$ cat src/hw/rtl/bmps_pkg.sv
`default_nettype none

package bmps_pkg;

    // mode register, one-hot
    typedef enum logic [2:0] {
        MODE_STANDBY = 3'b001,
        MODE_INFUSE  = 3'b010,
        MODE_STEAM   = 3'b100
    } mode_t;

    // mode codes as seen on the result channel
    localparam logic [1:0] MODE_CODE_STANDBY = 2'd0;
    localparam logic [1:0] MODE_CODE_INFUSE  = 2'd1;
    localparam logic [1:0] MODE_CODE_STEAM   = 2'd2;

    // heater gain sets
    localparam logic [1:0] GAIN_PROP    = 2'd0;
    localparam logic [1:0] GAIN_STANDBY = 2'd1;
    localparam logic [1:0] GAIN_INFUSE  = 2'd2;
    localparam logic [1:0] GAIN_STEAM   = 2'd3;

    // configuration register indexes
    localparam logic [2:0] CFG_BREW_TARGET   = 3'd0;
    localparam logic [2:0] CFG_STEAM_TARGET  = 3'd1;
    localparam logic [2:0] CFG_PUMP_POWER    = 3'd2;
    localparam logic [2:0] CFG_PREINF_TICKS  = 3'd3;
    localparam logic [2:0] CFG_PREINF_MS     = 3'd4;

    localparam int CFG_ADDR_W = 3;
    localparam int CFG_DATA_W = 16;

    // configuration reset values
    localparam logic [11:0] BREW_TARGET_RST  = 12'd300;
    localparam logic [11:0] STEAM_TARGET_RST = 12'd1250;
    localparam logic [7:0]  PUMP_POWER_RST   = 8'd204;
    localparam logic [15:0] PREINF_TICKS_RST = 16'd100;
    localparam logic [15:0] PREINF_MS_RST    = 16'd8000;

    // fixed timing and level constants
    localparam logic [7:0]         PRE_LEVEL        = 8'd153;
    localparam logic [31:0]        RESTART_MS       = 32'd2000;
    localparam logic [31:0]        VALVE_HOLD_MS    = 32'd2000;
    localparam logic [7:0]         STEAM_PUMP_LEVEL = 8'd220;
    localparam logic signed [12:0] STEAM_MARGIN     = 13'sd100;
    localparam logic signed [12:0] ARRIVE_BAND      = 13'sd40;
    localparam logic [31:0]        ARRIVE_HOLDOFF   = 32'd5000;
    localparam logic [3:0]         HEAT_EVERY       = 4'd12;

    // reciprocal precision for the ramp division
    localparam int RECIP_SHIFT = 24;

    // result fields carried down the pipeline
    typedef struct packed {
        logic [7:0]         pump_level;
        logic               pump_write;
        logic               valve_open;
        logic [1:0]         mode;
        logic signed [11:0] target_temp;
        logic [1:0]         gain_set;
        logic               gain_reload;
        logic               heat_cycle;
        logic               force_full_heat;
        logic               arrived;
    } res_t;

    function automatic logic [1:0] mode_code(input mode_t m);
        logic [1:0] c;
        unique case (m)
            MODE_INFUSE: c = MODE_CODE_INFUSE;
            MODE_STEAM:  c = MODE_CODE_STEAM;
            default:     c = MODE_CODE_STANDBY;
        endcase
        return c;
    endfunction

endpackage

`default_nettype wire

$ cat src/hw/rtl/brew_mode_pump_sequencer.sv
// Brew mode and pump sequencer for a single-boiler espresso machine.
// Input channel (s_valid/s_ready): one control tick per item with time, switch
// levels, flow pulse count and boiler temperatures. Result channel
// (m_valid/m_ready): exactly one item per tick with pump write, valve level,
// mode, heater target, gain set and heater tick flags.
// Configuration: cfg_wr_en with cfg_addr and cfg_wdata writes one register in
// the clock edge, no wait states; the user must write only while the block is
// idle, the block itself does not enforce this. Throughput: one item per clock
// unless a low m_ready stalls the output. The mode/valve/arrival state is
// updated in a single step right behind the input register, so each tick sees
// the state its predecessor left. The ramp level then goes through three more
// stages: elapsed time times power span, reciprocal multiply by 1/RAMP_MS, and
// a remainder correction. Items pass the input register, then stages 1 to 4.
// Reset (aresetn low, synchronous): standby, valve closed, all counters and
// time stamps zero, registers at their power-on values, pipeline empty.
// Stall: when m_ready is low the pipeline stages still fill up behind the
// waiting result; s_ready falls only once every stage holds an item.
`default_nettype none

module brew_mode_pump_sequencer #(
    parameter int RAMP_MS      = 7000,
    parameter int STEAM_PERIOD = 32
) (
    input  wire logic                              aclk,
    input  wire logic                              aresetn,

    input  wire logic                              cfg_wr_en,
    input  wire logic [bmps_pkg::CFG_ADDR_W-1:0]   cfg_addr,
    input  wire logic [bmps_pkg::CFG_DATA_W-1:0]   cfg_wdata,

    input  wire logic                              s_valid,
    output logic                                   s_ready,
    input  wire logic [31:0]                       s_now_ms,
    input  wire logic                              s_infuse_switch,
    input  wire logic                              s_steam_switch,
    input  wire logic [31:0]                       s_flow_pulses,
    input  wire logic signed [11:0]                s_temp_now,
    input  wire logic signed [11:0]                s_temp_average,

    output logic                                   m_valid,
    input  wire logic                              m_ready,
    output logic [7:0]                             m_pump_level,
    output logic                                   m_pump_write,
    output logic                                   m_valve_open,
    output logic [1:0]                             m_mode,
    output logic signed [11:0]                     m_target_temp,
    output logic [1:0]                             m_gain_set,
    output logic                                   m_gain_reload,
    output logic                                   m_heat_cycle,
    output logic                                   m_force_full_heat,
    output logic                                   m_arrived
);

    localparam int PhW = (STEAM_PERIOD > 1) ? $clog2(STEAM_PERIOD) : 1;
    localparam logic [PhW-1:0] PhLast     = PhW'(STEAM_PERIOD - 1);
    localparam logic [PhW-1:0] PhOff      = PhW'(2);
    localparam logic [31:0]    RampLen    = 32'(RAMP_MS);
    localparam logic [15:0]    RampLen16  = 16'(RAMP_MS);
    localparam logic [24:0]    RampRecip  =
        25'((33'd1 << bmps_pkg::RECIP_SHIFT) / RAMP_MS);

    // ---------------------------------------------------------------
    // configuration registers
    // ---------------------------------------------------------------
    logic signed [11:0] brew_target_reg;
    logic signed [11:0] steam_target_reg;
    logic [7:0]         pump_power_reg;
    logic [15:0]        preinf_ticks_reg;
    logic [15:0]        preinf_ms_reg;

    always_ff @(posedge aclk) begin
        if (!aresetn) begin
            brew_target_reg  <= bmps_pkg::BREW_TARGET_RST;
            steam_target_reg <= bmps_pkg::STEAM_TARGET_RST;
            pump_power_reg   <= bmps_pkg::PUMP_POWER_RST;
            preinf_ticks_reg <= bmps_pkg::PREINF_TICKS_RST;
            preinf_ms_reg    <= bmps_pkg::PREINF_MS_RST;
        end else if (cfg_wr_en) begin
            unique case (cfg_addr)
                bmps_pkg::CFG_BREW_TARGET:  brew_target_reg  <= cfg_wdata[11:0];
                bmps_pkg::CFG_STEAM_TARGET: steam_target_reg <= cfg_wdata[11:0];
                bmps_pkg::CFG_PUMP_POWER:   pump_power_reg   <= cfg_wdata[7:0];
                bmps_pkg::CFG_PREINF_TICKS: preinf_ticks_reg <= cfg_wdata;
                bmps_pkg::CFG_PREINF_MS:    preinf_ms_reg    <= cfg_wdata;
                default: ;  // writes beyond the register list are dropped
            endcase
        end
    end

    // ---------------------------------------------------------------
    // pipeline handshake: each stage loads when it is empty or moving on
    // ---------------------------------------------------------------
    logic v0_reg, v1_reg, v2_reg, v3_reg, m_valid_reg;
    logic free_out, free3, free2, free1, free0;
    logic take0;

    assign free_out = !m_valid_reg || m_ready;
    assign free3    = !v3_reg || free_out;
    assign free2    = !v2_reg || free3;
    assign free1    = !v1_reg || free2;
    assign free0    = !v0_reg || free1;
    assign take0    = v0_reg && free1;   // tick is processed, state moves on
    assign s_ready  = free0;
    assign m_valid  = m_valid_reg;

    always_ff @(posedge aclk) begin
        if (!aresetn) begin
            v0_reg      <= 1'b0;
            v1_reg      <= 1'b0;
            v2_reg      <= 1'b0;
            v3_reg      <= 1'b0;
            m_valid_reg <= 1'b0;
        end else begin
            if (free0)    v0_reg      <= s_valid;
            if (free1)    v1_reg      <= v0_reg;
            if (free2)    v2_reg      <= v1_reg;
            if (free3)    v3_reg      <= v2_reg;
            if (free_out) m_valid_reg <= v3_reg;
        end
    end

    // ---------------------------------------------------------------
    // input register
    // ---------------------------------------------------------------
    logic [31:0]        in_now_reg;
    logic               in_inf_reg;
    logic               in_stm_reg;
    logic [31:0]        in_flow_reg;
    logic signed [11:0] in_tnow_reg;
    logic signed [11:0] in_tavg_reg;

    always_ff @(posedge aclk) begin
        if (s_valid && free0) begin
            in_now_reg  <= s_now_ms;
            in_inf_reg  <= s_infuse_switch;
            in_stm_reg  <= s_steam_switch;
            in_flow_reg <= s_flow_pulses;
            in_tnow_reg <= s_temp_now;
            in_tavg_reg <= s_temp_average;
        end
    end

    // ---------------------------------------------------------------
    // sequencer state
    // ---------------------------------------------------------------
    bmps_pkg::mode_t    mode_reg, mode_next;
    logic [31:0]        tick_reg;
    logic [PhW-1:0]     steam_ph_reg, steam_ph_next;
    logic [3:0]         heat_ph_reg, heat_ph_next;
    logic [31:0]        start_reg, start_next;
    logic [31:0]        flow0_reg, flow0_next;
    logic [31:0]        deadline_reg, deadline_next;
    logic               valve_reg, valve_next;
    logic               arr_flag_reg, arr_flag_next;
    logic [31:0]        last_arr_reg, last_arr_next;
    logic [1:0]         gain_reg, gain_next;
    logic signed [11:0] target_reg, target_next;

    // per-tick results of the sequencer step
    logic [7:0]         level_c;
    logic               write_c;
    logic               reload_c;
    logic               heat_c;
    logic               full_c;
    logic               ramp_c;      // level comes from the ramp stages
    logic [15:0]        ramp_e_c;    // ms into the ramp
    logic               span_neg_c;  // final level below preinfusion level
    logic [7:0]         span_mag_c;

    logic [31:0]        t_c, vol_c, e_c;
    logic signed [12:0] steam_thr_c, tnow_x_c, arr_d_c;
    logic signed [8:0]  span_c;
    logic               arr_c;
    logic               tick_wrap_c;

    always_comb begin
        mode_next     = mode_reg;
        gain_next     = gain_reg;
        valve_next    = valve_reg;
        deadline_next = deadline_reg;
        start_next    = start_reg;
        flow0_next    = flow0_reg;
        arr_flag_next = arr_flag_reg;
        last_arr_next = last_arr_reg;
        target_next   = target_reg;
        level_c       = 8'd0;
        write_c       = 1'b0;
        reload_c      = 1'b0;
        heat_c        = 1'b0;
        full_c        = 1'b0;
        ramp_c        = 1'b0;
        t_c           = 32'd0;
        vol_c         = 32'd0;
        e_c           = 32'd0;
        arr_c         = 1'b0;

        steam_thr_c = 13'(signed'(steam_target_reg)) - bmps_pkg::STEAM_MARGIN;
        tnow_x_c    = 13'(signed'(in_tnow_reg));
        arr_d_c     = 13'(signed'(brew_target_reg)) - 13'(signed'(in_tavg_reg));
        span_c      = signed'({1'b0, pump_power_reg}) - signed'({1'b0, bmps_pkg::PRE_LEVEL});
        span_neg_c  = span_c[8];
        span_mag_c  = span_neg_c ? 8'(-span_c) : span_c[7:0];

        // brew switch, ignored in steam mode
        if (mode_reg != bmps_pkg::MODE_STEAM &&
            in_inf_reg != (mode_reg == bmps_pkg::MODE_INFUSE)) begin
            reload_c = 1'b1;
            if (in_inf_reg) begin
                mode_next     = bmps_pkg::MODE_INFUSE;
                gain_next     = bmps_pkg::GAIN_INFUSE;
                valve_next    = 1'b1;
                deadline_next = 32'd0;
                // re-entry within the restart window skips preinfusion
                if (start_reg > in_now_reg - bmps_pkg::RESTART_MS) begin
                    start_next = in_now_reg - {16'd0, preinf_ms_reg};
                end else begin
                    start_next = in_now_reg;
                    flow0_next = in_flow_reg;
                end
            end else begin
                mode_next     = bmps_pkg::MODE_STANDBY;
                target_next   = brew_target_reg;
                gain_next     = bmps_pkg::GAIN_PROP;
                arr_flag_next = 1'b0;
                write_c       = 1'b1;
                deadline_next = in_now_reg + bmps_pkg::VALVE_HOLD_MS;
            end
        end

        // steam switch, ignored while infusing
        if (mode_next != bmps_pkg::MODE_INFUSE &&
            in_stm_reg != (mode_next == bmps_pkg::MODE_STEAM)) begin
            reload_c = 1'b1;
            if (in_stm_reg) begin
                mode_next     = bmps_pkg::MODE_STEAM;
                target_next   = steam_target_reg;
                gain_next     = bmps_pkg::GAIN_STEAM;
                valve_next    = 1'b1;
                deadline_next = 32'd0;
            end else begin
                mode_next     = bmps_pkg::MODE_STANDBY;
                target_next   = brew_target_reg;
                gain_next     = bmps_pkg::GAIN_PROP;
                arr_flag_next = 1'b0;
                level_c       = 8'd0;
                write_c       = 1'b1;
                valve_next    = 1'b0;
            end
        end

        // pump profile
        if (mode_next == bmps_pkg::MODE_INFUSE) begin
            t_c     = in_now_reg - start_next;
            vol_c   = in_flow_reg - flow0_next;
            write_c = 1'b1;
            if (t_c < {16'd0, preinf_ms_reg}) begin
                level_c = (vol_c < {16'd0, preinf_ticks_reg}) ? bmps_pkg::PRE_LEVEL : 8'd0;
            end else begin
                e_c = t_c - {16'd0, preinf_ms_reg};
                if (e_c < RampLen) begin
                    ramp_c = 1'b1;
                end else begin
                    level_c = pump_power_reg;
                end
            end
        end else if (mode_next == bmps_pkg::MODE_STEAM) begin
            // steam pump duty pulse
            if (steam_ph_reg == '0 && tnow_x_c > steam_thr_c) begin
                level_c = bmps_pkg::STEAM_PUMP_LEVEL;
                write_c = 1'b1;
            end else if (steam_ph_reg == PhOff) begin
                level_c = 8'd0;
                write_c = 1'b1;
            end
        end

        // valve closing deadline, zero means none
        if (deadline_next != 32'd0 && in_now_reg > deadline_next) begin
            valve_next = 1'b0;
        end

        // heater tick at heat phase zero, standby arrival on even heat phases
        if (!heat_ph_reg[0]) begin
            if (heat_ph_reg == 4'd0) begin
                heat_c = 1'b1;
                full_c = (mode_next == bmps_pkg::MODE_STEAM) && (tnow_x_c < steam_thr_c);
            end
            if (mode_next == bmps_pkg::MODE_STANDBY) begin
                arr_c = (arr_d_c < bmps_pkg::ARRIVE_BAND) && (arr_d_c > -bmps_pkg::ARRIVE_BAND);
                if (arr_c != arr_flag_next &&
                    (last_arr_reg + bmps_pkg::ARRIVE_HOLDOFF) < in_now_reg) begin
                    arr_flag_next = arr_c;
                    last_arr_next = in_now_reg;
                    gain_next     = arr_c ? bmps_pkg::GAIN_STANDBY : bmps_pkg::GAIN_PROP;
                    reload_c      = 1'b1;
                end
            end
        end

        ramp_e_c = e_c[15:0];
    end

    // phase counters follow the 32 bit tick count, including its wrap
    assign tick_wrap_c   = (tick_reg == '1);
    assign steam_ph_next = (tick_wrap_c || steam_ph_reg == PhLast) ? '0 : steam_ph_reg + PhW'(1);
    assign heat_ph_next  = (tick_wrap_c || heat_ph_reg == bmps_pkg::HEAT_EVERY - 4'd1) ?
                           4'd0 : heat_ph_reg + 4'd1;

    always_ff @(posedge aclk) begin
        if (!aresetn) begin
            mode_reg     <= bmps_pkg::MODE_STANDBY;
            tick_reg     <= 32'd0;
            steam_ph_reg <= '0;
            heat_ph_reg  <= 4'd0;
            start_reg    <= 32'd0;
            flow0_reg    <= 32'd0;
            deadline_reg <= 32'd0;
            valve_reg    <= 1'b0;
            arr_flag_reg <= 1'b0;
            last_arr_reg <= 32'd0;
            gain_reg     <= bmps_pkg::GAIN_PROP;
            target_reg   <= bmps_pkg::BREW_TARGET_RST;
        end else if (take0) begin
            mode_reg     <= mode_next;
            tick_reg     <= tick_reg + 32'd1;
            steam_ph_reg <= steam_ph_next;
            heat_ph_reg  <= heat_ph_next;
            start_reg    <= start_next;
            flow0_reg    <= flow0_next;
            deadline_reg <= deadline_next;
            valve_reg    <= valve_next;
            arr_flag_reg <= arr_flag_next;
            last_arr_reg <= last_arr_next;
            gain_reg     <= gain_next;
            target_reg   <= target_next;
        end
    end

    // ---------------------------------------------------------------
    // stage 1: sequencer result plus ramp operands
    // ---------------------------------------------------------------
    bmps_pkg::res_t res1_reg, res1_next;
    logic           ramp1_reg, neg1_reg;
    logic [15:0]    e1_reg;
    logic [7:0]     mag1_reg;

    always_comb begin
        res1_next.pump_level      = level_c;
        res1_next.pump_write      = write_c;
        res1_next.valve_open      = valve_next;
        res1_next.mode            = bmps_pkg::mode_code(mode_next);
        res1_next.target_temp     = target_next;
        res1_next.gain_set        = gain_next;
        res1_next.gain_reload     = reload_c;
        res1_next.heat_cycle      = heat_c;
        res1_next.force_full_heat = full_c;
        res1_next.arrived         = arr_flag_next;
    end

    always_ff @(posedge aclk) begin
        if (free1) begin
            res1_reg  <= res1_next;
            ramp1_reg <= ramp_c;
            neg1_reg  <= span_neg_c;
            e1_reg    <= ramp_e_c;
            mag1_reg  <= span_mag_c;
        end
    end

    // ---------------------------------------------------------------
    // stage 2: ramp numerator, elapsed ms times power span magnitude
    // ---------------------------------------------------------------
    bmps_pkg::res_t res2_reg;
    logic           ramp2_reg, neg2_reg;
    logic [23:0]    num2_reg;

    always_ff @(posedge aclk) begin
        if (free2) begin
            res2_reg  <= res1_reg;
            ramp2_reg <= ramp1_reg;
            neg2_reg  <= neg1_reg;
            num2_reg  <= {8'd0, e1_reg} * {16'd0, mag1_reg};
        end
    end

    // ---------------------------------------------------------------
    // stage 3: quotient estimate by reciprocal, low by at most one
    // ---------------------------------------------------------------
    bmps_pkg::res_t res3_reg;
    logic           ramp3_reg, neg3_reg;
    logic [23:0]    num3_reg;
    logic [7:0]     qest3_reg;
    logic [48:0]    recip_prod;

    assign recip_prod = {25'd0, num2_reg} * {24'd0, RampRecip};

    always_ff @(posedge aclk) begin
        if (free3) begin
            res3_reg  <= res2_reg;
            ramp3_reg <= ramp2_reg;
            neg3_reg  <= neg2_reg;
            num3_reg  <= num2_reg;
            qest3_reg <= recip_prod[bmps_pkg::RECIP_SHIFT +: 8];
        end
    end

    // ---------------------------------------------------------------
    // stage 4: remainder correction and final ramp level
    // ---------------------------------------------------------------
    logic [23:0]    qr_c, rem_c, rem_fix_c;
    logic           corr_c;
    logic [7:0]     q_c, q_ceil_c, ramp_level_c;
    bmps_pkg::res_t res_out_next, res_out_reg;

    always_comb begin
        qr_c      = {16'd0, qest3_reg} * {8'd0, RampLen16};
        rem_c     = num3_reg - qr_c;
        corr_c    = (rem_c >= {8'd0, RampLen16});
        rem_fix_c = corr_c ? rem_c - {8'd0, RampLen16} : rem_c;
        q_c       = qest3_reg + {7'd0, corr_c};
        // downward ramp rounds the negative quotient away from zero
        q_ceil_c  = q_c + {7'd0, (rem_fix_c != 24'd0)};
        ramp_level_c = neg3_reg ? bmps_pkg::PRE_LEVEL - q_ceil_c
                                : bmps_pkg::PRE_LEVEL + q_c;
        res_out_next = res3_reg;
        if (ramp3_reg) begin
            res_out_next.pump_level = ramp_level_c;
        end
    end

    always_ff @(posedge aclk) begin
        if (free_out) begin
            res_out_reg <= res_out_next;
        end
    end

    assign m_pump_level      = res_out_reg.pump_level;
    assign m_pump_write      = res_out_reg.pump_write;
    assign m_valve_open      = res_out_reg.valve_open;
    assign m_mode            = res_out_reg.mode;
    assign m_target_temp     = res_out_reg.target_temp;
    assign m_gain_set        = res_out_reg.gain_set;
    assign m_gain_reload     = res_out_reg.gain_reload;
    assign m_heat_cycle      = res_out_reg.heat_cycle;
    assign m_force_full_heat = res_out_reg.force_full_heat;
    assign m_arrived         = res_out_reg.arrived;

endmodule

`default_nettype wire
$ cat config.mk
export PLATFORM = sky130hd
export DESIGN_NAME = brew_mode_pump_sequencer
export DESIGN_NICKNAME = d
export VERILOG_FILES = /design/src/hw/rtl/bmps_pkg.sv /design/src/hw/rtl/brew_mode_pump_sequencer.sv
export SDC_FILE = /design/constraint.sdc
export NUM_CORES = 2
export LEC_CHECK = 0
export ABC_AREA = 1
export BUFFER_PORTS_ARGS = -buffer_cell sky130_fd_sc_hd__buf_2
export CAP_MARGIN = 20
export CORE_UTILIZATION = 53
export CTS_BUF_LIST = sky130_fd_sc_hd__clkbuf_4 sky130_fd_sc_hd__clkbuf_8 sky130_fd_sc_hd__clkbuf_16
export DETAILED_ROUTE_END_ITERATION = 16
export GPL_TIMING_DRIVEN = 0
export PLACE_DENSITY_LB_ADDON = 0.05
export SLEW_MARGIN = 20
export SYNTH_ARGS = -nofsm -noshare
export SYNTH_HDL_FRONTEND = slang
export SYNTH_SLANG_ARGS = --single-unit
$ cat constraint.sdc
create_clock -name aclk -period 24.3 [get_ports aclk]
set_input_delay 3.645 -clock aclk [delete_from_list [all_inputs] [get_ports aclk]]
set_output_delay 3.645 -clock aclk [all_outputs]
set_load 0.005 [all_outputs]
# Word level (Yosys, flattened, before mapping)
# Cells that the tools add are included.
[totals] input_bits=114 register_bits=553
[classes] n_mul=3 add_sub_neg=20 bitwise=3 magnitude_cmp=11 mux=65 eq_ne=18 n_reduce_logical=34
[ops] operator="32-bit 2-to-1 mux" n=10
[ops] operator="8-bit 2-to-1 mux" n=9
[ops] operator="32-bit greater-than comparator" n=2
[ops] operator="32-bit by 16-bit < comparator with 1-bit output" n=2
[ops] operator="32-bit by 16-bit subtractor with 32-bit output" n=2
[ops] operator="32-bit subtractor" n=2
[ops] operator="12-bit 2-to-1 mux" n=4
[ops] operator="32-bit by 1-bit adder with 32-bit output (second input constant)" n=1
[ops] operator="32-bit by 11-bit adder with 32-bit output (second input constant)" n=1
[ops] operator="32-bit by 13-bit adder with 32-bit output (second input constant)" n=1
[ops] operator="32-bit == test (second input constant)" n=1
[ops] operator="32-bit by 13-bit < comparator with 1-bit output (second input constant)" n=1
[ops] operator="32-bit < comparator" n=1
[ops] operator="32-bit nonzero test" n=1
[ops] operator="32-bit by 11-bit subtractor with 32-bit output (second input constant)" n=1
[ops] operator="24-bit by 10-bit multiplier with 30-bit output (second input constant)" n=1
[ops] operator="1-bit 2-to-1 mux" n=27
[ops] operator="24-bit by 13-bit >= comparator with 1-bit output (second input constant)" n=1
[ops] operator="16-bit by 8-bit multiplier with 24-bit output" n=1
[ops] operator="24-bit 2-to-1 mux" n=1
[ops] operator="24-bit nonzero test" n=1
[ops] operator="24-bit by 13-bit subtractor with 24-bit output (second input constant)" n=1
[ops] operator="24-bit by 21-bit subtractor with 24-bit output" n=1
[ops] operator="8-bit by 10-bit multiplier with 18-bit output (second input constant)" n=1
[ops] operator="37 further kinds" n=80

# Depth between registers and ports, before layout
[logic_depth] ltp_word=13 mapped_depth=59 mapped_depth_nobuf=57

# Least setup slack after synthesis
# No wires, ideal clock.
[synth_timing] path_type="input to register" start="in m_ready" end="reg in_flow_reg[0] (enable)" n_path_buf=0 stages=8 setup_time_ps=540 path_slack_ps=12562 required_ps=23760 t_arrival_ps=11198 path_cell_list="inv_1 > nand2_1 > nor2_1 > nand2_1 > nor2_1 > inv_1 > nor2_1 > nor2_1"
[synth_via] elab_chain_len=6
[synth_rtl] element="start, declared" line="brew_mode_pump_sequencer.sv:41" source="input wire logic m_ready,"
[synth_rtl] element="1-bit logical OR" line="brew_mode_pump_sequencer.sv:97" source="assign free_out = !m_valid_reg || m_ready;"
[synth_rtl] element="named net free_out" line="brew_mode_pump_sequencer.sv:94" source="logic free_out, free3, free2, free1, free0;"
[synth_rtl] element="1-bit logical OR" line="brew_mode_pump_sequencer.sv:98" source="assign free3 = !v3_reg || free_out;"
[synth_rtl] element="1-bit logical OR" line="brew_mode_pump_sequencer.sv:99" source="assign free2 = !v2_reg || free3;"
[synth_rtl] element="named net free2" line="brew_mode_pump_sequencer.sv:94"
[synth_rtl] element="1-bit logical OR" line="brew_mode_pump_sequencer.sv:100" source="assign free1 = !v1_reg || free2;"
[synth_rtl] element="named net free1" line="brew_mode_pump_sequencer.sv:94"
[synth_rtl] element="1-bit logical OR" line="brew_mode_pump_sequencer.sv:101" source="assign free0 = !v0_reg || free1;"
[synth_rtl] element="1-bit logical AND" line="brew_mode_pump_sequencer.sv:133" source="if (s_valid && free0) begin"
[synth_rtl] element="end signal, assigned" line="brew_mode_pump_sequencer.sv:137" source="in_flow_reg <= s_flow_pulses;"
[synth_rtl] element="end, declared" line="brew_mode_pump_sequencer.sv:128" source="logic [31:0] in_flow_reg;"
# The timed path passes the listed nets, and every way through them passes these cells.
# A chain may end at the register's enable or synchronous reset.

# Final worst setup path
[layout_timing] start="reg in_now_reg[4]" end="reg res1_reg[26] in the netlist's numbering, data pin"
[layout_via] elab_chain_len=11
[layout_rtl] element="start, declared" line="brew_mode_pump_sequencer.sv:125" source="logic [31:0] in_now_reg;"
[layout_rtl] element="start signal, assigned" line="brew_mode_pump_sequencer.sv:134" source="in_now_reg <= s_now_ms;"
[layout_rtl] element="32-bit by 11-bit subtractor with 32-bit output" line="brew_mode_pump_sequencer.sv:214" source="if (start_reg > in_now_reg - bmps_pkg::RESTART_MS) begin"
[layout_rtl] element="32-bit greater-than comparator" line="brew_mode_pump_sequencer.sv:214"
[layout_rtl] element="32-bit 2-to-1 mux" line="brew_mode_pump_sequencer.sv:214"
[layout_rtl] element="32-bit 2-to-1 mux" line="brew_mode_pump_sequencer.sv:208" source="if (in_inf_reg) begin"
[layout_rtl] element="32-bit 2-to-1 mux" line="brew_mode_pump_sequencer.sv:205" source="if (mode_reg != bmps_pkg::MODE_STEAM &&"
[layout_rtl] element="32-bit subtractor" line="brew_mode_pump_sequencer.sv:253" source="t_c = in_now_reg - start_next;"
[layout_rtl] element="32-bit by 16-bit subtractor with 32-bit output" line="brew_mode_pump_sequencer.sv:259" source="e_c = t_c - {16'd0, preinf_ms_reg};"
[layout_rtl] element="32-bit by 13-bit < comparator with 1-bit output" line="brew_mode_pump_sequencer.sv:260" source="if (e_c < RampLen) begin"
[layout_rtl] element="8-bit 2-to-1 mux" line="brew_mode_pump_sequencer.sv:260"
[layout_rtl] element="8-bit 2-to-1 mux (*)" line="brew_mode_pump_sequencer.sv:256" source="if (t_c < {16'd0, preinf_ms_reg}) begin"
[layout_rtl] element="8-bit 2-to-1 mux (*)" line="brew_mode_pump_sequencer.sv:252" source="if (mode_next == bmps_pkg::MODE_INFUSE) begin"
[layout_rtl] element="named net level_c[4]" line="brew_mode_pump_sequencer.sv:160" source="logic [7:0] level_c;"
[layout_rtl] element="end signal, assigned" line="brew_mode_pump_sequencer.sv:362" source="res1_reg <= res1_next;"
[layout_rtl] element="end, declared" line="brew_mode_pump_sequencer.sv:342" source="bmps_pkg::res_t res1_reg, res1_next;"
# The timed path passes the listed nets; every way through them passes the cells marked *.

==> qor.txt <==
Clk_skew: 0.04526 ns
Hold Vio Cnt, Final: 0
Max Fclk: 94.26 MHz
Netlist Area Pre-Place: 45550 sq um
Worst path bufs/invs: 7
Share of cells above drive strength 1: 0.05364
Post-synthesis cell type count: 65
# hold bufs at CTS: 0
Worst r2r src: in_now_reg[4]
Slew Viols, Final: 0
DRT antenna net count: 0
Post-layout minimum cycle time: 10.61 ns
Actual slew at the worst max-slew pin: 1.050 ns
Placement Rows: 107
H-tree level count: 2
Net Count, Synth: 6712
Slowest-stage cell, CP: nor2_1
Critical path fanouts, max: 10
TritonRoute pass-1 iters: 6
Clock buffer depth: 3
Status: finished clean
Total CTS buffers: 60
Post-synth EDFFs: 296
Async SR Flop Fraction: 0
FF-to-FF End: res1_reg[26]
Cell count along the critical path: 49
Congestion Overflow GR: 0
Ranking of synthesized cells by area: edfxtp_1 20%, ha_1 13%, nand2_1 12%
Worst Hold Launch: res2_reg[27]
Syn_area_per_cell: 7.685 sq um
Post-CTS sizing: 0
Slew margin rel.: 0.2946
CP arrival: 11.17 ns
Period utilization: 0.4366
Fin nets: 6923
Final setup fails: 0
Core area: 85150 sq um
Critical path's top delay family: simple AND/OR/NAND/NOR gates
Most frequent cells after synthesis: 1397 x nand2_1, 920 x inv_1, 511 x nor2_1
Setup_tns: 0 ns
Detail Placement HPWL: 111500 um
Count leader, synth: nand2_1
Starting Density: 0.5349
YS warnings: 0
Die X: 295.2 um
Post-Syn Instances: 5927
Area leader, netlist: edfxtp_1
Critical Path Max Stage Delay: 0.66 ns
Post-synthesis sequential area ratio: 0.3081
Total setup buffers inserted after CTS: 0
Die area: 87110 sq um
Worst-skew pair later-pin latency: 0.70 ns
Most frequent CP cell: nor2_1
CTS tree: done
Register bit count reported by yosys: 553
Crit path capture type: register
Startpoint types: register
Crit path required time: 24.86 ns
Hold endpoint: res3_reg[27]
DR iter-0 viols: 2356
Routed vias: 39610
Kind of critical path: reg -> reg
Via/cell ratio: 5.400
Sink Count: 553
Area growth, synth to finish: 9.719%
GRT Resource Usage Total: 0.3123
I/O Pins: 146
Hold path depth: 0
PortBufs: 144
Most used flip-flop cell after synthesis: edfxtp_1
Placer Congestion: 0.9590
Synth top area share: 0.1952
Largest net degree at the start of global routing: 59
Drt drc: 0
CTS clk-pin slew, worst paths: 0.06 ns
Antenna violations before repair: 5
Reg2reg setup slack: 13.69 ns
Die Y-Extent: 295.2 um
Min-Delay Path Class: reg -> reg
Wire per inst: 18.55 um
First-pass GRT wire length: 209900 um
Vias in the first global route: 38100
Cells on worst reg2reg path: 49
Max cap viols: 0
RSZ-0062 raised after global routing: no
Clock Tree Root: clkbuf_16
Routed wire length: 136100 um
## cell families after synthesis
group	count (synthesis)	synth area share
AOI/OAI and AO/OA	900	0.1102
xor gates and xnor gates	218	0.04225
adders and majority gates	671	0.2160
buffers and inverters	1089	0.09085
DFF	553	0.3081
muxes	30	0.006593
and+or+nand+nor	2466	0.2260
## area by class of cell
type,count,area (sq um)
Antenna cell,2,5.005
Inverter,943,3545
Tap cell,1144,1431
Timing Repair Buffer,149,835.8
Buffer,146,598.1
Multi-Input combinational cell,4285,27400
Clock inverter,40,503.0
Fill cell,8103,35170
Sequential cell,553,14030
Clock buffer,73,1624
## metal layers
metal / up-vias / track usage / share of wire
met3: 271 / 0.03248 / 0.048
met4: 0 / 0.1587 / 0.056
met1: 18480 / 0.3902 / 0.43
met2: 972 / 0.5355 / 0.47
met5: - / 0 / 0
li1: 19890 / - / -
## placed cells by master (no fill, tap or decap), drive strengths merged, types with 3 or more instances in the layout
| cell | instances |
|---|---|
| nand2 | 1400 |
| inv | 931 |
| nor2 | 524 |
| ha | 479 |
| a21oi | 386 |
| o21ai | 325 |
| edfxtp | 296 |
| nand3 | 274 |
| dfxtp | 257 |
| fa | 192 |
| clkbuf | 190 |
| buf | 178 |
| xor2 | 168 |
| nand4 | 118 |
| nor3 | 80 |
| o211ai | 70 |
| xnor2 | 50 |
| clkinv | 35 |
| mux2i | 30 |
| a31oi | 25 |
| nor4 | 20 |
| o21bai | 19 |
| and2 | 18 |
| a211oi | 16 |
| nand3b | 14 |
| a21o | 11 |
| o21a | 10 |
| or2 | 10 |
| o221ai | 9 |
| bufinv | 9 |
| clkinvlp | 8 |
| a221oi | 8 |
| and3 | 5 |
| o2111ai | 4 |
| o31ai | 3 |
## how the worst max path moves through the flow
stage                endpoint           from  slack [ns]
3_3_place_gp   in_now_reg[27]        m_ready        8.89
2_1_floorplan  in_flow_reg[0]        m_ready       12.56
4_1_cts          res1_reg[26]  in_now_reg[4]       13.75
3_5_place_dp     res1_reg[26]  in_now_reg[4]       13.78
5_1_grt          res1_reg[26]  in_now_reg[4]       12.80
6_report         res1_reg[26]  in_now_reg[4]       13.69
## through the flow
step           worst slack [ns]  utilization  hold slack (ns)  area, sq um  std cells
2_1_floorplan             12.56            -           0.4003        45550       5927
3_3_place_gp              8.895       0.5602           0.4011        47700       7215
3_5_place_dp              13.78       0.5619           0.4045        47840       7220
4_1_cts                   13.75       0.5868           0.4172        49970       7333
5_1_grt                   12.80       0.5869           0.4230        49970       7334
6_report                  13.69       0.5869           0.4170        49970       7335
Power is not shown: default switching activity piles up to over one toggle a cycle in this logic, so the estimate is an artifact.
